--- src/whmm_pkg.sv ---
// Shared constants, types and state codes for the windowed history min/mean block.
package whmm_pkg;

    // History geometry.
    localparam int HISTORY_DEPTH = 64;
    localparam int ADDR_W        = $clog2(HISTORY_DEPTH);
    localparam int CNT_W         = $clog2(HISTORY_DEPTH + 1);

    // Field widths.
    localparam int POWER_W    = 32;
    localparam int HALF_W     = 16;
    localparam int CHARGE_W   = 7;
    localparam int SOC_IN_W   = 10;
    localparam int MINUTES_W  = 11;
    localparam int INTERVAL_W = 22;

    // Stream payload widths, rounded up to whole bytes.
    localparam int IN_TDATA_W  = 56;
    localparam int OUT_TDATA_W = 48;

    // Constants of the conversion arithmetic.
    localparam int MS_PER_MIN_W = 16;
    localparam logic [MS_PER_MIN_W-1:0] MS_PER_MINUTE = 16'd60000;
    localparam logic [INTERVAL_W-1:0]   INTERVAL_RESET = 22'd60000;
    localparam int PROD_W = MS_PER_MIN_W + MINUTES_W;

    // Divide by ten as a multiplication by a reciprocal: exact for every 10-bit value.
    localparam int SOC_PROD_W  = 18;
    localparam int DIV10_SHIFT = 11;
    localparam logic [SOC_PROD_W-1:0] DIV10_MUL = 18'd205;

    localparam logic [CHARGE_W-1:0] CHARGE_MAX = '1;

    // Running sum of up to HISTORY_DEPTH signed power values.
    localparam int SUM_W = POWER_W + ADDR_W;

    // Shared divider geometry.
    localparam int DIV_NUM_W = (SUM_W > PROD_W) ? SUM_W : PROD_W;
    localparam int DIV_DEN_W = INTERVAL_W;
    localparam int DIV_CNT_W = $clog2(DIV_NUM_W + 1);

    // Request codes carried on the input tuser.
    localparam logic REQ_PUSH  = 1'b0;
    localparam logic REQ_QUERY = 1'b1;

    typedef enum logic [2:0] {
        S_IDLE,
        S_COUNT,
        S_WALK,
        S_MEAN,
        S_MEAN_WAIT,
        S_OUT
    } t_state;

    typedef struct packed {
        logic                 start;
        logic [DIV_NUM_W-1:0] dividend;
        logic [DIV_DEN_W-1:0] divisor;
    } t_div_req;

endpackage

--- src/whmm_ram.sv ---
// Generic single-write, single-read RAM with a registered read port.
module whmm_ram #(
    parameter int WIDTH = 32,
    parameter int DEPTH = 64
) (
    input  logic                     i_clk,
    input  logic                     i_we,
    input  logic [$clog2(DEPTH)-1:0] i_waddr,
    input  logic [WIDTH-1:0]         i_wdata,
    input  logic [$clog2(DEPTH)-1:0] i_raddr,
    output logic [WIDTH-1:0]         o_rdata
);

    logic [WIDTH-1:0] r_mem [DEPTH];
    logic [WIDTH-1:0] r_rdata;

    always_ff @(posedge i_clk) begin
        if (i_we) begin
            r_mem[i_waddr] <= i_wdata;
        end
        r_rdata <= r_mem[i_raddr];
    end

    assign o_rdata = r_rdata;

endmodule

--- src/whmm_div.sv ---
// Serial restoring unsigned divider, one quotient bit per cycle, shared by the query steps.
module whmm_div (
    input  logic                          i_clk,
    input  logic                          i_rst_n,
    input  whmm_pkg::t_div_req            i_req,
    output logic                          o_done,
    output logic [whmm_pkg::DIV_NUM_W-1:0] o_quotient
);

    logic [whmm_pkg::DIV_CNT_W-1:0] r_cnt;
    logic                           r_done;
    logic [whmm_pkg::DIV_DEN_W-1:0] r_rem;
    logic [whmm_pkg::DIV_DEN_W-1:0] r_den;
    logic [whmm_pkg::DIV_NUM_W-1:0] r_quo;

    logic [whmm_pkg::DIV_DEN_W:0] w_shift;
    logic [whmm_pkg::DIV_DEN_W:0] w_diff;
    logic                         w_fit;

    // Bring down the next dividend bit and try to subtract the divisor.
    always_comb begin
        w_shift = {r_rem, r_quo[whmm_pkg::DIV_NUM_W-1]};
        w_fit   = (w_shift >= {1'b0, r_den});
        w_diff  = w_shift - {1'b0, r_den};
    end

    always_ff @(posedge i_clk) begin
        if (!i_rst_n) begin
            r_cnt  <= '0;
            r_done <= 1'b0;
        end else begin
            r_done <= 1'b0;
            if (i_req.start) begin
                r_cnt <= whmm_pkg::DIV_CNT_W'(whmm_pkg::DIV_NUM_W);
            end else if (r_cnt != '0) begin
                r_cnt  <= r_cnt - 1'b1;
                r_done <= (r_cnt == whmm_pkg::DIV_CNT_W'(1));
            end
        end
    end

    always_ff @(posedge i_clk) begin
        if (i_req.start) begin
            r_rem <= '0;
            r_den <= i_req.divisor;
            r_quo <= i_req.dividend;
        end else if (r_cnt != '0) begin
            r_rem <= w_fit ? w_diff[whmm_pkg::DIV_DEN_W-1:0]
                           : w_shift[whmm_pkg::DIV_DEN_W-1:0];
            r_quo <= {r_quo[whmm_pkg::DIV_NUM_W-2:0], w_fit};
        end
    end

    assign o_done     = r_done;
    assign o_quotient = r_quo;

endmodule

--- src/windowed_history_min_mean_top.sv ---
// Top level of the windowed history block: minimum charge and mean power over recent samples.
//
// The block keeps the newest 64 pairs of meter power and battery charge and
// answers window queries over them, taking one item at a time. A push item
// (tuser 0) swaps the 16-bit halves of the power word, divides the charge in
// tenths of a percent by ten and stores the pair, dropping the oldest pair
// once the history is full; its result is offered in the cycle after the
// transfer. A query item (tuser 1) first turns the window in minutes into an
// entry count with the shared serial divider, clamps that count to between
// one and the number of pairs held, then reads the newest n pairs from the
// history memory at one pair per cycle while it tracks the minimum charge
// and the power sum, and finally divides the sum by n in the same divider.
// A query on an empty history returns at once with zeros. The input is not
// ready while an item is being worked on or its result waits to be taken.
// The sample interval register is written through its own channel and should
// be written only while the block is idle; a value of zero is treated as one
// millisecond. History memory contents need no clearing after reset, since
// only written pairs are ever read.
module windowed_history_min_mean_top (
    input  logic                             i_clk,
    input  logic                             i_rst_n,
    // Input stream.
    input  logic                             s_tvalid,
    output logic                             s_tready,
    // From bit 0: raw_power_words[31:0], raw_soc_tenths[41:32],
    // window_minutes[52:42], zero padding up to bit 55.
    input  logic [whmm_pkg::IN_TDATA_W-1:0]  s_tdata,
    // Bit 0: req_type.
    input  logic                             s_tuser,
    // Result stream.
    output logic                             m_tvalid,
    input  logic                             m_tready,
    // From bit 0: min_soc_percent[6:0], mean_power_watts[38:7],
    // entries_held[45:39], zero padding up to bit 47.
    output logic [whmm_pkg::OUT_TDATA_W-1:0] m_tdata,
    // Sample interval register write channel.
    input  logic                             i_cfg_valid,
    output logic                             o_cfg_ready,
    input  logic [whmm_pkg::INTERVAL_W-1:0]  i_cfg_data
);

    localparam int ADDR_W   = whmm_pkg::ADDR_W;
    localparam int CNT_W    = whmm_pkg::CNT_W;
    localparam int POWER_W  = whmm_pkg::POWER_W;
    localparam int CHARGE_W = whmm_pkg::CHARGE_W;
    localparam int SUM_W    = whmm_pkg::SUM_W;
    localparam int NUM_W    = whmm_pkg::DIV_NUM_W;
    localparam int DEN_W    = whmm_pkg::DIV_DEN_W;

    // Control state.
    whmm_pkg::t_state r_state;
    whmm_pkg::t_state n_state;
    logic [whmm_pkg::INTERVAL_W-1:0] r_interval;
    logic [ADDR_W-1:0] r_slot;
    logic [CNT_W-1:0]  r_fill;
    logic [CNT_W-1:0]  r_issue;
    logic [CNT_W-1:0]  r_got;
    logic              r_pend;

    // Payload registers.
    logic [CNT_W-1:0]          r_n;
    logic [CHARGE_W-1:0]       r_min;
    logic signed [SUM_W-1:0]   r_sum;
    logic [CHARGE_W-1:0]       r_res_min;
    logic [POWER_W-1:0]        r_res_mean;

    // Input fields.
    logic                             w_req_type;
    logic [POWER_W-1:0]               w_raw_power;
    logic [whmm_pkg::SOC_IN_W-1:0]    w_raw_soc;
    logic [whmm_pkg::MINUTES_W-1:0]   w_minutes;

    logic w_in_xfer;
    logic w_out_xfer;
    logic w_push;
    logic w_issue;
    logic w_last;

    logic [POWER_W-1:0]              w_power_swapped;
    logic [whmm_pkg::SOC_PROD_W-1:0] w_soc_prod;
    logic [CHARGE_W-1:0]             w_charge;
    logic [ADDR_W-1:0]               w_slot_next;
    logic [whmm_pkg::PROD_W-1:0]     w_window_ms;
    logic [DEN_W-1:0]                w_interval_eff;
    logic [CNT_W-1:0]                w_n_clamped;
    logic [CNT_W:0]                  w_back;
    logic [CNT_W:0]                  w_base;
    logic [CNT_W:0]                  w_slot_diff;
    logic [ADDR_W-1:0]               w_raddr;
    logic [SUM_W-1:0]                w_sum_mag;
    logic [POWER_W-1:0]              w_quo_low;
    logic signed [SUM_W-1:0]         w_power_ext;

    logic [POWER_W-1:0]  w_rd_power;
    logic [CHARGE_W-1:0] w_rd_charge;

    whmm_pkg::t_div_req       w_div_req;
    logic                     w_div_done;
    logic [NUM_W-1:0]         w_div_quo;

    assign w_req_type  = s_tuser;
    assign w_raw_power = s_tdata[31:0];
    assign w_raw_soc   = s_tdata[41:32];
    assign w_minutes   = s_tdata[52:42];

    assign w_in_xfer  = s_tvalid && s_tready;
    assign w_out_xfer = m_tvalid && m_tready;
    assign w_push     = w_in_xfer && (w_req_type == whmm_pkg::REQ_PUSH);

    assign o_cfg_ready = 1'b1;

    // Push arithmetic: half swap, and charge divided by ten through the reciprocal.
    always_comb begin
        w_power_swapped = {w_raw_power[whmm_pkg::HALF_W-1:0],
                           w_raw_power[POWER_W-1:whmm_pkg::HALF_W]};
        w_soc_prod      = whmm_pkg::SOC_PROD_W'(w_raw_soc) * whmm_pkg::DIV10_MUL;
        w_charge        = w_soc_prod[whmm_pkg::DIV10_SHIFT +: CHARGE_W];
        w_slot_next     = (r_slot == ADDR_W'(whmm_pkg::HISTORY_DEPTH - 1))
                        ? '0 : r_slot + 1'b1;
    end

    // Window length in milliseconds, and the interval with zero read as one.
    always_comb begin
        w_window_ms    = whmm_pkg::PROD_W'(whmm_pkg::MS_PER_MINUTE)
                       * whmm_pkg::PROD_W'(w_minutes);
        w_interval_eff = (r_interval == '0) ? DEN_W'(1) : r_interval;
    end

    // The entry count is clamped to one at least and to the pairs held at most.
    always_comb begin
        if (w_div_quo == '0) begin
            w_n_clamped = CNT_W'(1);
        end else if (w_div_quo > NUM_W'(r_fill)) begin
            w_n_clamped = r_fill;
        end else begin
            w_n_clamped = w_div_quo[CNT_W-1:0];
        end
    end

    // Slot of the k-th newest pair, wrapping below slot zero.
    always_comb begin
        w_back      = {1'b0, r_issue} + 1'b1;
        w_base      = ({1'b0, CNT_W'(r_slot)} >= w_back)
                    ? {1'b0, CNT_W'(r_slot)}
                    : {1'b0, CNT_W'(r_slot)} + (CNT_W + 1)'(whmm_pkg::HISTORY_DEPTH);
        w_slot_diff = w_base - w_back;
        w_raddr     = w_slot_diff[ADDR_W-1:0];
    end

    // Mean arithmetic: the sum is divided as a magnitude and the sign put back.
    always_comb begin
        w_sum_mag   = r_sum[SUM_W-1] ? SUM_W'(-r_sum) : SUM_W'(r_sum);
        w_quo_low   = w_div_quo[POWER_W-1:0];
        w_power_ext = {{(SUM_W - POWER_W){w_rd_power[POWER_W-1]}}, w_rd_power};
        w_last      = r_pend && ((r_got + 1'b1) == r_n);
    end

    // Next state.
    always_comb begin
        n_state = r_state;
        unique case (r_state)
            whmm_pkg::S_IDLE: begin
                if (w_in_xfer) begin
                    if ((w_req_type == whmm_pkg::REQ_PUSH) || (r_fill == '0)) begin
                        n_state = whmm_pkg::S_OUT;
                    end else begin
                        n_state = whmm_pkg::S_COUNT;
                    end
                end
            end
            whmm_pkg::S_COUNT: begin
                if (w_div_done) begin
                    n_state = whmm_pkg::S_WALK;
                end
            end
            whmm_pkg::S_WALK: begin
                if (w_last) begin
                    n_state = whmm_pkg::S_MEAN;
                end
            end
            whmm_pkg::S_MEAN: begin
                n_state = whmm_pkg::S_MEAN_WAIT;
            end
            whmm_pkg::S_MEAN_WAIT: begin
                if (w_div_done) begin
                    n_state = whmm_pkg::S_OUT;
                end
            end
            whmm_pkg::S_OUT: begin
                if (w_out_xfer) begin
                    n_state = whmm_pkg::S_IDLE;
                end
            end
            default: begin
                n_state = whmm_pkg::S_IDLE;
            end
        endcase
    end

    // Outputs of the sequencer: handshakes, divider requests and memory reads.
    always_comb begin
        s_tready           = 1'b0;
        m_tvalid           = 1'b0;
        w_issue            = 1'b0;
        w_div_req.start    = 1'b0;
        w_div_req.dividend = NUM_W'(w_window_ms);
        w_div_req.divisor  = w_interval_eff;
        unique case (r_state)
            whmm_pkg::S_IDLE: begin
                s_tready        = 1'b1;
                w_div_req.start = w_in_xfer && (w_req_type == whmm_pkg::REQ_QUERY)
                                  && (r_fill != '0);
            end
            whmm_pkg::S_WALK: begin
                w_issue = (r_issue < r_n);
            end
            whmm_pkg::S_MEAN: begin
                w_div_req.start    = 1'b1;
                w_div_req.dividend = NUM_W'(w_sum_mag);
                w_div_req.divisor  = DEN_W'(r_n);
            end
            whmm_pkg::S_OUT: begin
                m_tvalid = 1'b1;
            end
            whmm_pkg::S_COUNT, whmm_pkg::S_MEAN_WAIT: begin
            end
            default: begin
            end
        endcase
    end

    // Control registers.
    always_ff @(posedge i_clk) begin
        if (!i_rst_n) begin
            r_state    <= whmm_pkg::S_IDLE;
            r_interval <= whmm_pkg::INTERVAL_RESET;
            r_slot     <= '0;
            r_fill     <= '0;
            r_issue    <= '0;
            r_got      <= '0;
            r_pend     <= 1'b0;
        end else begin
            r_state <= n_state;
            if (i_cfg_valid && o_cfg_ready) begin
                r_interval <= i_cfg_data;
            end
            if (w_push) begin
                r_slot <= w_slot_next;
                if (r_fill < CNT_W'(whmm_pkg::HISTORY_DEPTH)) begin
                    r_fill <= r_fill + 1'b1;
                end
            end
            if (r_state == whmm_pkg::S_COUNT) begin
                r_issue <= '0;
                r_got   <= '0;
                r_pend  <= 1'b0;
            end else begin
                r_pend <= w_issue;
                if (w_issue) begin
                    r_issue <= r_issue + 1'b1;
                end
                if (r_pend) begin
                    r_got <= r_got + 1'b1;
                end
            end
        end
    end

    // Payload registers: window count, running minimum and sum, and the result.
    always_ff @(posedge i_clk) begin
        if (w_in_xfer) begin
            r_res_min  <= '0;
            r_res_mean <= '0;
        end
        if (r_state == whmm_pkg::S_COUNT) begin
            r_n   <= w_n_clamped;
            r_min <= whmm_pkg::CHARGE_MAX;
            r_sum <= '0;
        end else if (r_pend) begin
            if (w_rd_charge < r_min) begin
                r_min <= w_rd_charge;
            end
            r_sum <= r_sum + w_power_ext;
        end
        if ((r_state == whmm_pkg::S_MEAN_WAIT) && w_div_done) begin
            r_res_min  <= r_min;
            r_res_mean <= r_sum[SUM_W-1] ? POWER_W'(-w_quo_low) : w_quo_low;
        end
    end

    whmm_ram #(
        .WIDTH (POWER_W),
        .DEPTH (whmm_pkg::HISTORY_DEPTH)
    ) u_power_ram (
        .i_clk   (i_clk),
        .i_we    (w_push),
        .i_waddr (r_slot),
        .i_wdata (w_power_swapped),
        .i_raddr (w_raddr),
        .o_rdata (w_rd_power)
    );

    whmm_ram #(
        .WIDTH (CHARGE_W),
        .DEPTH (whmm_pkg::HISTORY_DEPTH)
    ) u_charge_ram (
        .i_clk   (i_clk),
        .i_we    (w_push),
        .i_waddr (r_slot),
        .i_wdata (w_charge),
        .i_raddr (w_raddr),
        .o_rdata (w_rd_charge)
    );

    whmm_div u_div (
        .i_clk      (i_clk),
        .i_rst_n    (i_rst_n),
        .i_req      (w_div_req),
        .o_done     (w_div_done),
        .o_quotient (w_div_quo)
    );

    assign m_tdata = {(whmm_pkg::OUT_TDATA_W - 46)'(0), r_fill, r_res_mean, r_res_min};

    // The fill count never exceeds the history depth.
    a_fill_bounded: assert property (@(posedge i_clk) disable iff (!i_rst_n)
        r_fill <= CNT_W'(whmm_pkg::HISTORY_DEPTH))
        else $error("fill count beyond history depth");

    // The clamped window is never empty and never longer than the history.
    a_window_clamped: assert property (@(posedge i_clk) disable iff (!i_rst_n)
        (r_state == whmm_pkg::S_WALK) |-> ((r_n != '0) && (r_n <= r_fill)))
        else $error("window count outside one to entries held");

    // The divider only reports completion while the sequencer waits for it.
    a_div_done_expected: assert property (@(posedge i_clk) disable iff (!i_rst_n)
        w_div_done |-> ((r_state == whmm_pkg::S_COUNT)
                        || (r_state == whmm_pkg::S_MEAN_WAIT)))
        else $error("divider finished outside a wait state");

    // The walk never reads more pairs than the window holds.
    a_walk_reads: assert property (@(posedge i_clk) disable iff (!i_rst_n)
        (r_state == whmm_pkg::S_WALK) |-> (r_got <= r_issue) && (r_issue <= r_n))
        else $error("history walk read count out of step");

    // A result is delivered before the next item can be taken.
    a_one_item: assert property (@(posedge i_clk) disable iff (!i_rst_n)
        w_in_xfer |=> !s_tready)
        else $error("input taken again before the result went out");

endmodule
--- config.mk ---
export PLATFORM = sky130hd
export DESIGN_NAME = windowed_history_min_mean_top
export DESIGN_NICKNAME = d
export VERILOG_FILES = /design/src/whmm_pkg.sv /design/src/whmm_ram.sv /design/src/whmm_div.sv /design/src/windowed_history_min_mean_top.sv
export SDC_FILE = /design/constraint.sdc
export NUM_CORES = 2
export LEC_CHECK = 0
export BUFFER_PORTS_ARGS = -buffer_cell sky130_fd_sc_hd__buf_2
export CAP_MARGIN = 20
export CORE_AREA = 2 2 601 483
export DETAILED_ROUTE_END_ITERATION = 8
export DIE_AREA = 0 0 603 485
export PLACE_DENSITY_LB_ADDON = 0.08
export RECOVER_POWER = 50
export SETUP_SLACK_MARGIN = 0.3
export SYNTH_ARGS = -nofsm -noshare
export SYNTH_HDL_FRONTEND = slang
export SYNTH_SLANG_ARGS = --single-unit
--- constraint.sdc ---
create_clock -name i_clk -period 9.59 [get_ports i_clk]
set_clock_uncertainty 0.2 [all_clocks]
set_input_delay 1.918 -clock i_clk [delete_from_list [all_inputs] [get_ports i_clk]]
set_output_delay 1.918 -clock i_clk [all_outputs]
set_load 0.05 [all_outputs]
==> results.txt <==
Post-synthesis sequential area ratio: 71.36%
Critical Path Source Type: input port
Residual DRC: 0
Net count, final: 6501
Total global routing overflow: 0
Worst Hold Class: reg2reg
Setup-failing EPs final: 0
Top FF cell, synth: edfxtp_1
Synth async-reset ratio: 0%
CTS tree: built
First-pass DRT Iterations: 7
Post-route ant nets: 0
IO Port Bufs: 128
CTS resizes: 0
Row Count: 176
Starting Density: 39.85%
CP cell instances: clkbuf_1 -> nand2_1 -> nor2_1 -> clkbuf_1 -> nand4_1 -> clkbuf_1 -> nor2_4 -> clkbuf_1
Largest net degree at the start of global routing: 86
Setup TNS: 0 ns
Fmax achieved: 0.1363 GHz
Min Clock Period, post-route: 7.335 ns
Hold-fix buffer count after cts: 0
Final period utilization: 76.48%
Largest stage delay, worst path: 3.13 ns
Number of synthesized register bits: 2768
Initial antenna violation count: 24
Drt total wl: 309700 microns
Leak: 42.20 nW
Peak supply drop: 202.5 uV
Yosys cell types: 76
R2R depth: 8
Slew @ Worst Pin: 4.480 ns
Top-count cell post-synth: edfxtp_1
WL/cell: 30.37 microns
First-pass GRT wire length: 437400 microns
Vias in the first global route: 58.35k
Clk slew on worst S/H paths: 0.06 ns
Vias per cell: 5.631
Clock sink count: 2768
Io pins: 135
WHS Path Cells: 2
Inserted Clock Buffers: 293
Endpoints failing hold: 0
Most used cell, CP: clkbuf_1
Htree depth: 5
Worst-path maximum fanout: 39
Synthesis Warnings: 0
Top cell type's share of synthesized area: 68.45%
Fin util: 45.19%
Max-cap violation count: 58
Hold Worst Slack: 0.2769 ns
WP data required: 9.73 ns
Clk root buf: clkbuf_16
Outcome: complete, but fails checks
P&R area growth vs syn: 13.42%
WP data arrival: 7.48 ns
Commonest cells post-synth: edfxtp_1, mux4_2, nor2_1, ha_1, clkbuf_1
Via count: 57.41k
Share of layout cells above drive strength 1: 23.01%
HPWL after detailed placement: 170700 microns
RSZ-0062 raised after global routing: false
Worst Setup End Kind: register
Die area: 292500 sq um
Initial DRC Count: 5695
Avg Synthesized Cell Area: 19.68 sq um
Critical path type: in2reg
Layout fillers: 24.54k
Failing checks: max-capacitance violations, max-slew violations
Post-synth top area cell: edfxtp_1
Clock Latency Late Sink: 0.88 ns
Post-CTS Setup Inserts: 0
Pwr dens: 282.1 nW/um^2
Final Slew Violations: 2101
Slew HR: -198.6%
Die Span Y: 485 microns
Mapped Cells: 5800
Overall track demand over capacity in global routing: 21.01%
Post-synthesis cell area: 114200 sq um
Clock Tree Buf Depth: 4
Area contributors post-synth: edfxtp_1, mux4_2, dfxtp_1, ha_1, mux2i_1
Number of flops mapped to enable cells by yosys: 2602
Worst path slowest cell: clkbuf_1
Die Width: 603 microns
Core footprint: 286500 sq um
GPL Wtd Cong: 0.7936
cell families after synthesis:
kind of cell / Yosys count / share of synthesized area [%]
AND/OR/NAND/NOR: 721 / 3.139
flip-flops: 2768 / 71.36
other: 2 / 0.006579
XOR/XNOR: 164 / 1.258
AO/OA/AOI/OAI: 511 / 2.864
multiplexers: 906 / 16.49
buffers and inverters: 455 / 1.515
adder cells (fa/ha/maj): 273 / 3.367
per-layer routing:
layer | GRT usage, % | share of wire (%) | up-vias
met5 | 0 | 0 | -
met4 | 4.776 | 2.2 | 0
met3 | 3.689 | 6.4 | 410
met2 | 32.96 | 46 | 1724
met1 | 30.72 | 45 | 30890
li1 | - | - | 24390
final cells by class:
cell class	instances	area (sq um)	share of cell area, %
clock inverters	137	1079	0.8330
flip-flops and latches	2768	81460	62.92
diodes	6	15.01	0.01160
multi-input cells	2578	31460	24.29
repair buffers	323	1966	1.518
well taps	3827	4788	3.698
clock buffers	377	8035	6.206
inverters	180	675.6	0.5218
cells in the final DEF (no fill, tap or decap), types with 77 or more instances in the layout:
| cell type | instances |
|---|---|
| inv_1 | 179 |
| o21ai_0 | 128 |
| xor2_1 | 79 |
| edfxtp_1 | 2602 |
| ha_1 | 215 |
| mux4_2 | 780 |
| clkbuf_16 | 307 |
| dfxtp_1 | 164 |
| xnor2_1 | 77 |
| a21oi_1 | 134 |
| buf_4 | 130 |
| mux2i_1 | 126 |
| nand2_1 | 155 |
| nor2_1 | 181 |
| clkbuf_1 | 188 |
power by group:
part           switching [mW]  internal (mW)  total [mW]
registers               0.440           14.3        14.7
clock network            4.67           6.33        11.0
logic                    6.37           4.41        10.8
total                    11.5           25.0        36.5
state kept, by name (all words and copies together) (netlist names):
| signal | count |
|---|---|
| u_power_ram.o_rdata | 32 |
| r_sum | 38 |
| r_res_mean | 32 |
| u_div.r_cnt | 6 |
| u_charge_ram.r_mem | 448 |
| r_res_min | 7 |
| u_power_ram.r_mem | 2048 |
| r_fill | 7 |
| r_min | 7 |
| u_div.r_den | 22 |
| u_div.o_quotient | 38 |
| r_issue | 7 |
| r_slot | 6 |
| u_charge_ram.o_rdata | 7 |
| r_got | 7 |
| r_state | 3 |
| u_div.r_rem | 22 |
| u_div.o_done | 1 |
| r_n | 7 |
| r_pend | 1 |
| r_interval | 22 |
final timing paths:
path / slack (ns) / to / startpoint
setup reg to reg: 2.61 / u_power_ram.r_mem[47][24] / r_state[0]
hold reg to reg: 0.28 / r_min[5] / u_charge_ram.o_rdata[5]
setup / recovery: 2.26 / u_power_ram.r_mem[47][24] / s_tvalid
hold / removal: 0.28 / r_min[5] / u_charge_ram.o_rdata[5]
through the flow:
stage          total power [mW]  std cells  setup slack, ns  instance area (sq um)
2_1_floorplan             22.02       5801            1.645                 114200
5_1_grt                   38.21      10190            2.146                 129500
4_1_cts                   36.96      10160            2.914                 129700
3_5_place_dp              25.91       9647            2.049                 120600
3_3_place_gp              25.83       9642            2.109                 120500
6_report                  36.53      10200            2.255                 129500
worst max-delay path, delay by kind of cell:
| family | cells | cell delay [ns] |
|---|---|---|
| buffers and inverters | 4 | 4.30 |
| and+or+nand+nor | 4 | 1.16 |
Note: power is estimated with default switching activity, not from simulation.
